[src/hdl/hla_pkg.sv]
// Shared types and constants for the hole list allocator.
// Holds list geometry, status and policy codes, entry and pick structs, FSM states.
// No dependencies.
package hla_pkg;

  localparam int LIST_DEPTH  = 64;
  localparam int ADDR_W      = $clog2(LIST_DEPTH);
  localparam int CNT_W       = $clog2(LIST_DEPTH + 1);
  localparam int SIZE_W      = 16;
  localparam int OFF_W       = 32;
  localparam int SUM_W       = ADDR_W + SIZE_W;
  localparam int POLICY_W    = 2;
  localparam int STATUS_W    = 2;
  localparam int COUNT_OUT_W = 7;
  localparam int SPACE_OUT_W = 22;
  localparam int COUNT_MAX   = 127;
  localparam int SPACE_MAX   = 4194303;

  localparam logic [STATUS_W-1:0] STATUS_HOLE = 2'd0;
  localparam logic [STATUS_W-1:0] STATUS_END  = 2'd1;
  localparam logic [STATUS_W-1:0] STATUS_FULL = 2'd2;

  localparam logic [POLICY_W-1:0] POLICY_BEST  = 2'd1;
  localparam logic [POLICY_W-1:0] POLICY_WORST = 2'd2;

  localparam logic KIND_FREE = 1'b1;

  typedef struct packed {
    logic [SIZE_W-1:0] size;
    logic [OFF_W-1:0]  off;
  } entry_t;

  typedef struct packed {
    logic              found;
    logic [ADDR_W-1:0] idx;
    entry_t            ent;
  } pick_t;

  typedef enum logic [2:0] {
    S_IDLE,
    S_FREE,
    S_SCAN,
    S_LAST,
    S_DECIDE,
    S_SHIFT,
    S_DRAIN,
    S_APPEND
  } state_e;

endpackage

[src/hdl/hla_ram.sv]
// Generic single-write, single-read synchronous RAM with registered read data.
// Depends on nothing.
module hla_ram #(
  parameter int DEPTH = 64,
  parameter int WIDTH = 48
) (
  input  logic                     clk_i,
  input  logic                     wr_en_i,
  input  logic [$clog2(DEPTH)-1:0] wr_addr_i,
  input  logic [WIDTH-1:0]         wr_data_i,
  input  logic                     rd_en_i,
  input  logic [$clog2(DEPTH)-1:0] rd_addr_i,
  output logic [WIDTH-1:0]         rd_data_o
);

  logic [WIDTH-1:0] mem [DEPTH];

  always_ff @(posedge clk_i) begin
    if (wr_en_i) begin
      mem[wr_addr_i] <= wr_data_i;
    end
  end

  always_ff @(posedge clk_i) begin
    if (rd_en_i) begin
      rd_data_o <= mem[rd_addr_i];
    end
  end

endmodule

[src/hdl/hla_pick.sv]
// Fit selector: watches entries streamed out of the hole RAM and keeps the chosen one.
// Depends on hla_pkg.
module hla_pick
  import hla_pkg::*;
(
  input  logic                clk_i,
  input  logic                rst_ni,
  input  logic                clear_i,
  input  logic                valid_i,
  input  logic [ADDR_W-1:0]   idx_i,
  input  entry_t              ent_i,
  input  logic [SIZE_W-1:0]   need_i,
  input  logic [POLICY_W-1:0] policy_i,
  output pick_t               pick_o
);

  pick_t pick_q, pick_d;
  logic  fits, better;

  always_comb begin
    fits   = ent_i.size >= need_i;
    // ties keep the earlier entry, so only strict improvement replaces
    better = !pick_q.found
          || (policy_i == POLICY_BEST  && ent_i.size < pick_q.ent.size)
          || (policy_i == POLICY_WORST && ent_i.size > pick_q.ent.size);
    pick_d = pick_q;
    if (clear_i) begin
      pick_d.found = 1'b0;
    end else if (valid_i && fits && better) begin
      pick_d.found = 1'b1;
      pick_d.idx   = idx_i;
      pick_d.ent   = ent_i;
    end
  end

  always_ff @(posedge clk_i or negedge rst_ni) begin
    if (!rst_ni) begin
      pick_q <= '0;
    end else begin
      pick_q <= pick_d;
    end
  end

  assign pick_o = pick_q;

endmodule

[src/hdl/hole_list_allocator_core.sv]
// Hole list allocator: free list of (offset, size) holes in one RAM, first/best/worst fit.
// Allocate with H holes held: H RAM reads (none if empty), then, if hole p fits,
// the entries behind p move up one slot per cycle.
// The result strobe rises in the same cycle that busy drops and lasts one cycle.
// One item at a time; the next item may be taken during the strobe, which cannot stall.
// Reset clears the hole count, end pointer, free-space total and fit policy; RAM is not cleared.
module hole_list_allocator_core
  import hla_pkg::*;
(
  input  logic                   clk_i,
  input  logic                   rst_ni,
  input  logic                   start,
  output logic                   busy,
  input  logic                   kind_i,
  input  logic [SIZE_W-1:0]      size_i,
  input  logic [OFF_W-1:0]       offset_i,
  input  logic                   cfg_valid_i,
  output logic                   cfg_ready_o,
  input  logic [POLICY_W-1:0]    cfg_data_i,
  output logic                   done_o,
  output logic [STATUS_W-1:0]    status_o,
  output logic [OFF_W-1:0]       offset_res_o,
  output logic [COUNT_OUT_W-1:0] hole_count_o,
  output logic [SPACE_OUT_W-1:0] free_space_o
);

  state_e               state_q, state_d;
  logic [CNT_W-1:0]     held_q;
  logic [OFF_W-1:0]     end_q;
  logic [SUM_W-1:0]     space_q;
  logic [POLICY_W-1:0]  policy_q;
  logic [ADDR_W-1:0]    idx_q;
  logic                 rd_vld_q;
  logic [ADDR_W-1:0]    rd_idx_q;
  logic                 done_q, done_d;
  logic [SIZE_W-1:0]    size_q;
  logic [OFF_W-1:0]     off_q;
  logic [STATUS_W-1:0]  status_q;
  logic [OFF_W-1:0]     offres_q;

  logic                 accept;
  logic [ADDR_W-1:0]    last_idx;
  logic                 list_full;
  logic                 free_wr;
  logic [SIZE_W-1:0]    rem;
  logic                 rem_nz;

  logic                 wr_en, rd_en;
  logic [ADDR_W-1:0]    wr_addr, rd_addr;
  entry_t               wr_data, rd_data;

  logic                 pick_valid;
  pick_t                pick;

  assign busy        = state_q != S_IDLE;
  assign accept      = start && !busy;
  assign cfg_ready_o = 1'b1;
  assign last_idx    = ADDR_W'(held_q - CNT_W'(1));
  assign list_full   = held_q == CNT_W'(LIST_DEPTH);
  assign free_wr     = !list_full && size_q != '0;
  assign rem         = pick.ent.size - size_q;
  assign rem_nz      = pick.ent.size > size_q;
  assign pick_valid  = rd_vld_q && (state_q == S_SCAN || state_q == S_LAST);

  hla_ram #(
    .DEPTH(LIST_DEPTH),
    .WIDTH($bits(entry_t))
  ) u_ram (
    .clk_i    (clk_i),
    .wr_en_i  (wr_en),
    .wr_addr_i(wr_addr),
    .wr_data_i(wr_data),
    .rd_en_i  (rd_en),
    .rd_addr_i(rd_addr),
    .rd_data_o(rd_data)
  );

  hla_pick u_pick (
    .clk_i   (clk_i),
    .rst_ni  (rst_ni),
    .clear_i (accept),
    .valid_i (pick_valid),
    .idx_i   (rd_idx_q),
    .ent_i   (rd_data),
    .need_i  (size_q),
    .policy_i(policy_q),
    .pick_o  (pick)
  );

  // next state
  always_comb begin
    state_d = state_q;
    unique case (state_q)
      S_IDLE: begin
        if (accept) begin
          if (kind_i == KIND_FREE) begin
            state_d = S_FREE;
          end else if (held_q == '0) begin
            state_d = S_DECIDE;
          end else begin
            state_d = S_SCAN;
          end
        end
      end
      S_FREE:   state_d = S_IDLE;
      S_SCAN:   state_d = (idx_q == last_idx) ? S_LAST : S_SCAN;
      S_LAST:   state_d = S_DECIDE;
      S_DECIDE: begin
        if (!pick.found) begin
          state_d = S_IDLE;
        end else if (pick.idx == last_idx) begin
          state_d = S_APPEND;
        end else begin
          state_d = S_SHIFT;
        end
      end
      S_SHIFT:  state_d = (idx_q == last_idx) ? S_DRAIN : S_SHIFT;
      S_DRAIN:  state_d = S_APPEND;
      S_APPEND: state_d = S_IDLE;
      default:  state_d = S_IDLE;
    endcase
  end

  // RAM port control and result strobe
  always_comb begin
    rd_en   = 1'b0;
    rd_addr = idx_q;
    wr_en   = 1'b0;
    wr_addr = rd_idx_q - ADDR_W'(1);
    wr_data = rd_data;
    done_d  = 1'b0;
    unique case (state_q)
      S_FREE: begin
        wr_en        = free_wr;
        wr_addr      = ADDR_W'(held_q);
        wr_data.size = size_q;
        wr_data.off  = off_q;
        done_d       = 1'b1;
      end
      S_SCAN: rd_en = 1'b1;
      S_DECIDE: done_d = !pick.found;
      S_SHIFT: begin
        // read one slot ahead, write it back one slot lower
        rd_en = 1'b1;
        wr_en = rd_vld_q;
      end
      S_DRAIN: wr_en = rd_vld_q;
      S_APPEND: begin
        wr_en        = rem_nz;
        wr_addr      = last_idx;
        wr_data.size = rem;
        wr_data.off  = pick.ent.off + OFF_W'(size_q);
        done_d       = 1'b1;
      end
      default: ;
    endcase
  end

  always_ff @(posedge clk_i or negedge rst_ni) begin
    if (!rst_ni) begin
      state_q  <= S_IDLE;
      held_q   <= '0;
      end_q    <= '0;
      space_q  <= '0;
      policy_q <= '0;
      idx_q    <= '0;
      rd_vld_q <= 1'b0;
      rd_idx_q <= '0;
      done_q   <= 1'b0;
    end else begin
      state_q  <= state_d;
      done_q   <= done_d;
      rd_vld_q <= rd_en;
      if (rd_en) begin
        rd_idx_q <= rd_addr;
      end
      if (cfg_valid_i && cfg_ready_o) begin
        policy_q <= cfg_data_i;
      end
      unique case (state_q)
        S_IDLE: begin
          if (accept) begin
            idx_q <= '0;
          end
        end
        S_FREE: begin
          if (free_wr) begin
            held_q  <= held_q + CNT_W'(1);
            space_q <= space_q + SUM_W'(size_q);
          end
        end
        S_SCAN, S_SHIFT: idx_q <= idx_q + ADDR_W'(1);
        S_DECIDE: begin
          if (pick.found) begin
            idx_q   <= pick.idx + ADDR_W'(1);
            space_q <= space_q - SUM_W'(pick.ent.size);
          end else begin
            end_q <= end_q + OFF_W'(size_q);
          end
        end
        S_APPEND: begin
          // remainder reuses the slot freed at the tail; otherwise drop one hole
          if (rem_nz) begin
            space_q <= space_q + SUM_W'(rem);
          end else begin
            held_q <= held_q - CNT_W'(1);
          end
        end
        default: ;
      endcase
    end
  end

  always_ff @(posedge clk_i) begin
    if (accept) begin
      size_q <= size_i;
      off_q  <= offset_i;
    end
    if (state_q == S_FREE) begin
      status_q <= list_full ? STATUS_FULL : STATUS_HOLE;
      offres_q <= '0;
    end else if (state_q == S_DECIDE && !pick.found) begin
      status_q <= STATUS_END;
      offres_q <= end_q;
    end else if (state_q == S_APPEND) begin
      status_q <= STATUS_HOLE;
      offres_q <= pick.ent.off;
    end
  end

  assign done_o       = done_q;
  assign status_o     = status_q;
  assign offset_res_o = offres_q;

  always_comb begin
    if (32'(held_q) > COUNT_MAX) begin
      hole_count_o = COUNT_OUT_W'(COUNT_MAX);
    end else begin
      hole_count_o = COUNT_OUT_W'(held_q);
    end
    if (32'(space_q) > SPACE_MAX) begin
      free_space_o = SPACE_OUT_W'(SPACE_MAX);
    end else begin
      free_space_o = SPACE_OUT_W'(space_q);
    end
  end

  a_done_single: assert property (@(posedge clk_i) disable iff (!rst_ni)
    done_o |=> !done_o)
    else $error("result strobe held longer than one cycle");

  a_held_bound: assert property (@(posedge clk_i) disable iff (!rst_ni)
    held_q <= CNT_W'(LIST_DEPTH))
    else $error("hole count beyond list depth");

  a_port_conflict: assert property (@(posedge clk_i) disable iff (!rst_ni)
    (wr_en && rd_en) |-> wr_addr != rd_addr)
    else $error("RAM read and write hit the same entry");

  a_full_status: assert property (@(posedge clk_i) disable iff (!rst_ni)
    (done_o && status_o == STATUS_FULL) |-> list_full)
    else $error("list full reported with room left");

  a_accept_busy: assert property (@(posedge clk_i) disable iff (!rst_ni)
    accept |=> busy)
    else $error("accepted item did not raise busy");

endmodule

[config.mk]
export PLATFORM = sky130hd
export DESIGN_NAME = hole_list_allocator_core
export DESIGN_NICKNAME = d
export VERILOG_FILES = /design/src/hdl/hla_pkg.sv /design/src/hdl/hla_ram.sv /design/src/hdl/hla_pick.sv /design/src/hdl/hole_list_allocator_core.sv
export SDC_FILE = /design/constraint.sdc
export NUM_CORES = 2
export LEC_CHECK = 0
export BUFFER_PORTS_ARGS = -buffer_cell sky130_fd_sc_hd__buf_2
export CAP_MARGIN = 30
export CORE_MARGIN = 10
export CORE_UTILIZATION = 35
export DETAILED_ROUTE_END_ITERATION = 8
export GPL_TIMING_DRIVEN = 0
export PLACE_DENSITY = 0.58
export SLEW_MARGIN = 15
export SYNTH_ARGS = -nofsm -noshare
export SYNTH_HDL_FRONTEND = slang
export SYNTH_HIERARCHICAL = 1
export SYNTH_SLANG_ARGS = --single-unit
export TNS_END_PERCENT = 10
[constraint.sdc]
create_clock -name clk_i -period 8.8 [get_ports clk_i]
set_input_delay 2.64 -clock clk_i [delete_from_list [all_inputs] [get_ports clk_i]]
set_output_delay 2.64 -clock clk_i [all_outputs]
set_load 0.1 [all_outputs]
=== Word level (Yosys, flattened, before mapping) ===
Memory sizes are Yosys's and may differ from the RTL's. A register that Yosys moved wholly into a read port is not among the register bits.
Index checks and enable logic that the tools add are counted.

* Bits in registers: 217
* Bits in writable memories: 3072
* Input bits: 55
* Output and inout port bits: 66
* Word-level logic and storage cells: 117
* Memories kept: 1

* Add/subtract/negate cells: 11
* Magnitude comparators: 4
* Equality and inequality tests: 17
* Multiplexer cells: 33
* Bitwise gates (word level): 2
* Reductions and logical operators: 32

{| class="wikitable"
|+ Memories
! memory !! depth !! bits a word !! read ports !! clocked after memory_dff !! wr ports !! line !! text
|-
| u_ram.mem || 64 || 48 || 1 || 1 || 1 || hla_ram.sv:16 || <nowiki>logic [WIDTH-1:0] mem [DEPTH];</nowiki>
|}

{| class="wikitable"
|+ Operator list
! cell !! number
|-
| 48-bit one-hot mux with 2 select lines || 1
|-
| 22-bit two-way mux || 3
|-
| 22-bit one-hot mux with 3 select lines || 1
|-
| 32-bit by 16-bit adder with 32-bit output || 2
|-
| 32-bit two-way mux || 2
|-
| 55-bit two-way mux || 1
|-
| 22-bit by 16-bit adder with 22-bit output || 2
|-
| 16-bit greater-than comparator || 2
|-
| 22-bit by 16-bit subtractor with 22-bit output || 1
|-
| 3-bit one-hot mux with 7 select lines || 1
|-
| 6-bit one-hot mux with 3 select lines || 1
|-
| 16-bit >= comparator || 1
|-
| 16-bit < comparator || 1
|-
| 16-bit nonzero test || 1
|-
| 16-bit subtractor || 1
|-
| 7-bit two-way mux || 2
|-
| 7-bit one-hot mux with 2 select lines || 1
|-
| 6-bit by 1-bit adder with 6-bit output, second input constant || 2
|-
| 3-bit == test, second input constant || 4
|-
| 6-bit == test || 2
|-
| 2-bit two-way mux || 6
|-
| 3-bit two-way mux || 4
|-
| 6-bit two-way mux || 2
|-
| 6-bit one-hot mux with 2 select lines || 1
|-
| 25 further kinds || 54
|}

=== Longest topological paths before layout ===
* Depth in word-level cells: 7
* Gate-level depth with buffers: 21
* Depth with buffers taken out: 20

=== Cells and area by module ===
Netlist, hierarchy kept.

{| class="wikitable"
|+ By module, submodules not included
! module !! times used !! cells an instance !! area each (sq um) !! seq. area each (sq um)
|-
| hla_ram || 1 || 4970 || 117597.8 || 93689.9
|-
| hole_list_allocator_core || 1 || 1376 || 11735.0 || 4144.0
|-
| hla_pick || 1 || 235 || 2877.8 || 1376.3
|}

=== Least setup slack after synthesis ===
Ideal clock, no wire load.

* Kind: reg2reg
* From: register size_q[0]
* To: memory u_ram.mem[49][0], enable pin
* Library setup time: 0.513 ns
* Arrival: 6.099 ns
* Data required time: 8.287 ns
* Path slack: 2.189 ns
* Stages on the path, launching flop included: 14
* Path buffers: 0
* Clock period less this slack: 6.611 ns
* Cell sequence: edfxtp_1 ha_1 fa_1 nand2b_1 a211oi_1 nor4_1 o21bai_1 o211ai_1 nand2_1 o21ai_0 a21oi_1 nor2b_1 nand4_1 nor3_1

* Word-level cells in the longest chain between the ends: 5
* Elaborated cells on any way between the ends: 6
* Those cells by class: 1 x order compare; 3 x mux; 2 x reduce/logical

{| class="wikitable"
|+ RTL lines
! item !! line !! text
|-
| start, declared || hole_list_allocator_core.sv:36 || <nowiki>logic [SIZE_W-1:0] size_q;</nowiki>
|-
| start signal, assigned || hole_list_allocator_core.sv:216 || <nowiki>size_q <= size_i;</nowiki>
|-
| branches (longest 2 deep; another with 16-bit greater-than comparator) || - ||
|-
| 1-bit one-hot mux with 3 select lines * || hole_list_allocator_core.sv:132 || <nowiki>unique case (state_q)</nowiki>
|-
| net wr_en || hole_list_allocator_core.sv:48 || <nowiki>logic wr_en, rd_en;</nowiki>
|-
| 1-bit two-way mux * || hla_ram.sv:19 || <nowiki>if (wr_en_i) begin</nowiki>
|-
| 1-bit two-way mux (not written as such) * || hla_ram.sv:20 || <nowiki>mem[wr_addr_i] <= wr_data_i;</nowiki>
|-
| end, declared || hla_ram.sv:16 ||
|}

Mark *: on every way through the listed nets, which the timed path passes.

=== Worst setup path after layout ===
* From: register size_q[0]
* To: memory u_ram.mem[48][29], enable pin

The elaborated chain is that of the path after synthesis.

==> impl_metrics.ini <==
[setup_path]
rr_worst_depth = 18
cp_common_cell = buf_4
slowest_stage = nor3_2
cp_cell_sequence = ha_1 -> fa_1 -> nand2b_1 -> a211oi_1 -> nor4_1 -> o21bai_1 -> o211ai_1 -> nand2_1 -> o21ai_0 -> a21oi_1 -> buf_4 -> nor2b_1 -> nand4b_1 -> nor3_2 -> buf_4 -> buf_4 -> buf_4 -> buf_4
crit_required_ps = 9420
ff2ff_setup_slack_ps = 2510
cp-start-kind = register
r2r-end = u_ram/mem[48][29]
worstPathArrival_ps = 6910
crit_fanout = 9
cp-end-kind = register
critical_path_class = reg2reg
slowest_delay_ps = 780
r2r_start = size_q[0]

[yosys]
synth_edf_count = 3170
synth-seq-area-share_pct = 75.0
synth_top_area_share_pct = 72.0
ys_async_sr_fraction_pct = 4.05
synth_most_common_cell = edfxtp_1
post_synth.cell_area_avg_um2 = 20.1
synth-warning-count = 6
yosysTopAreaCell = edfxtp_1
yosys.cell_types.count = 91
syn_nets = 6747
syn_area_mm2 = 0.132
synth_common_cells = 3,170 x edfxtp_1, 754 x mux4_2, 257 x nand2_1
yosys-top-cells-area = edfxtp_1 72%, mux4_2 13%, dfrtp_1 2.6%
ys.flop_type = edfxtp_1
synth_cells = 6581
ys_seq_elements = 3337

[drt]
dr.pass1.iters = 6
drc = 0
dr.first_iter.drc_count = 9865
vias = 72611
wl_um = 414000
via_per_inst = 5.76
wl_per_cell_um = 32.8
antenna_left = 0

[sta]
layout_min_cycle_time_ps = 6290
final-setup-viol-count = 0
fmax_mhz = 159
setup-tns-final_ps = 0
hold_viol_final = 0
slew_headroom_pct = 15.0
fin_crit_sh_pct = 71.5
skew_ps = 70.3
tightestPinTransition_ps = 1270
rsz0062_at_grt = false
slew_violations = 0

[power_and_ir_drop]
p_leak_nw = 50.4
peakVddDrop_v = 0.000220
finalPower_mw = 53.7
p_per_area_mw_per_mm2 = 342

[floorplan]
die-area_mm2 = 0.403
start_util_pct = 35.2
die_x_um = 635
core_mm2 = 0.376
io_pins = 121
num_rows = 225
die_y_um = 635

[placement]
port_buffers = 119
hpwl_um = 291000
dp.cells = 11981
routabilityCongestion = 0.869
place_area_mm2 = 0.146

[global_route]
grt_pass1_vias = 71783
grt_usage_pct = 20.0
grt-ovfl-total = 0
antenna_found_initial = 26
grt_max_degree = 82
grt_pass1_wl_um = 573000

[final_layout]
fillers = 32640
seq_area_mm2 = 0.0992
multi_input_comb_area_mm2 = 0.0319
nNetsFinal = 7503
area_growth_pct = 18.9
utilization_pct = 41.8
final_layout_size_suffix_gt1_share_pct = 26.8
stdcell_area_mm2 = 0.157
stdcell_count = 12615

[clock_tree]
cts.clk_slew.worst_paths_ps = 60
hold_buffers = 0
clock_path_buffers = 4
h-tree-depth = 5
cts-root-buf = clkbuf_16
cts_setup_buffers = 0
clk_latency_ps = 950
cts_resized = 0
cts_tree = built
cts_sinks = 3337
numCtsBuffers = 345

[flow_run]
drv_cap = 0

[min_path]
min_from = free_space_o[21]
holdPathStages = 1
min_path_type = reg2reg
whs_endpoint = free_space_o[21]

[run_status]
status = complete, no violations
## worst max path at each step
stage / start / to / cells after the start
5_1_grt: size_q[0] / u_ram/mem[48][29] / 18
2_1_floorplan: size_q[0] / u_ram/mem[49][0] / 13
3_3_place_gp: size_q[0] / u_ram/mem[49][35] / 13
3_5_place_dp: size_q[0] / u_ram/mem[48][35] / 17
4_1_cts: size_q[0] / u_ram/mem[48][31] / 17
6_report: size_q[0] / u_ram/mem[48][29] / 18
## logic make-up (layout without fill, tap and decap cells)
group | count (synthesis) | count (layout) | share of synthesized area (%)
buf+inv | 429 | 1456 | 1.59
compound gates | 965 | 965 | 5.03
xor+xnor | 118 | 118 | 0.782
other cells | 1 | 14 | 0.00284
flops | 3337 | 3337 | 75.0
mux | 895 | 895 | 14.0
fa+ha+maj | 111 | 111 | 1.07
simple gates | 725 | 725 | 2.50
## cells in the final DEF, fill, tap and decap left out, types with 55 or more instances in the layout
master / instances
buf_12: 144
a21oi_1: 209
mux4_2: 754
a22oi_1: 116
clkinv_2: 55
a22o_1: 59
clkbuf_1: 208
nor2_4: 63
a221oi_1: 89
clkinv_1: 91
mux2_2: 74
o21ai_0: 91
dfrtp_1: 135
buf_4: 91
inv_1: 71
buf_16: 103
ha_1: 107
nor2_1: 177
mux2i_1: 63
xor2_1: 56
xnor2_1: 62
clkbuf_16: 352
buf_2: 221
edfxtp_1: 3170
nand2_1: 249
o22ai_1: 127
## flip-flops by register name (all words and copies together) (netlist names), 2 cells and up
register,count
u_ram/mem,3072
u_pick/pick_o,55
u_ram/rd_data_o,48
end_q,32
off_q,32
offset_res_o,32
free_space_o,22
size_q,16
hole_count_o,7
idx_q,6
rd_idx_q,6
state_q,3
policy_q,2
status_o,2
## critical path, delay by kind of cell (launching register included)
| family | cells | cell delay [ps] |
|---|---|---|
| AND/OR/NAND/NOR | 6 | 1900 |
| AO/OA/AOI/OAI | 5 | 1400 |
| buffers and inverters | 5 | 1250 |
| adder cells (fa/ha/maj) | 2 | 780 |
| flip-flops | 1 | 650 |
## per-layer routing
layer | global-route usage, % | routed length (um) | up-vias
met4 | 7.65 | 17600 | 4
li1 | - | - | 28979
met2 | 31.7 | 192000 | 4062
met5 | 0 | 21 | -
met1 | 27.1 | 162000 | 38803
met3 | 4.55 | 42000 | 763
## per-stage QoR
stage          worst slack [ps]  hold WS [ps]
6_report                   2510           480
5_1_grt                    2440           504
4_1_cts                    2280           484
3_5_place_dp               2290           476
3_3_place_gp              -3970           457
2_1_floorplan              2190           442
## power by group
part | internal, mW | switching (mW) | leakage [nW]
Sequential | 21.3 | 0.764 | 30.5
Clock | 8.14 | 6.14 | 5.33
Combinational | 5.77 | 11.6 | 14.5
Total | 35.2 | 18.5 | 50.4
## area by class of cell
type	instances	share of cell area (%)
clock inverters	199	1.18
diodes	13	0.0207
clock buffers	419	5.77
inverters	73	0.174
well taps	4994	3.98
flip-flops and latches	3337	63.1
multi-input cells	2815	20.3
repair buffers	409	4.30
plain buffers	356	1.17
(Power assumes the default switching activity.)
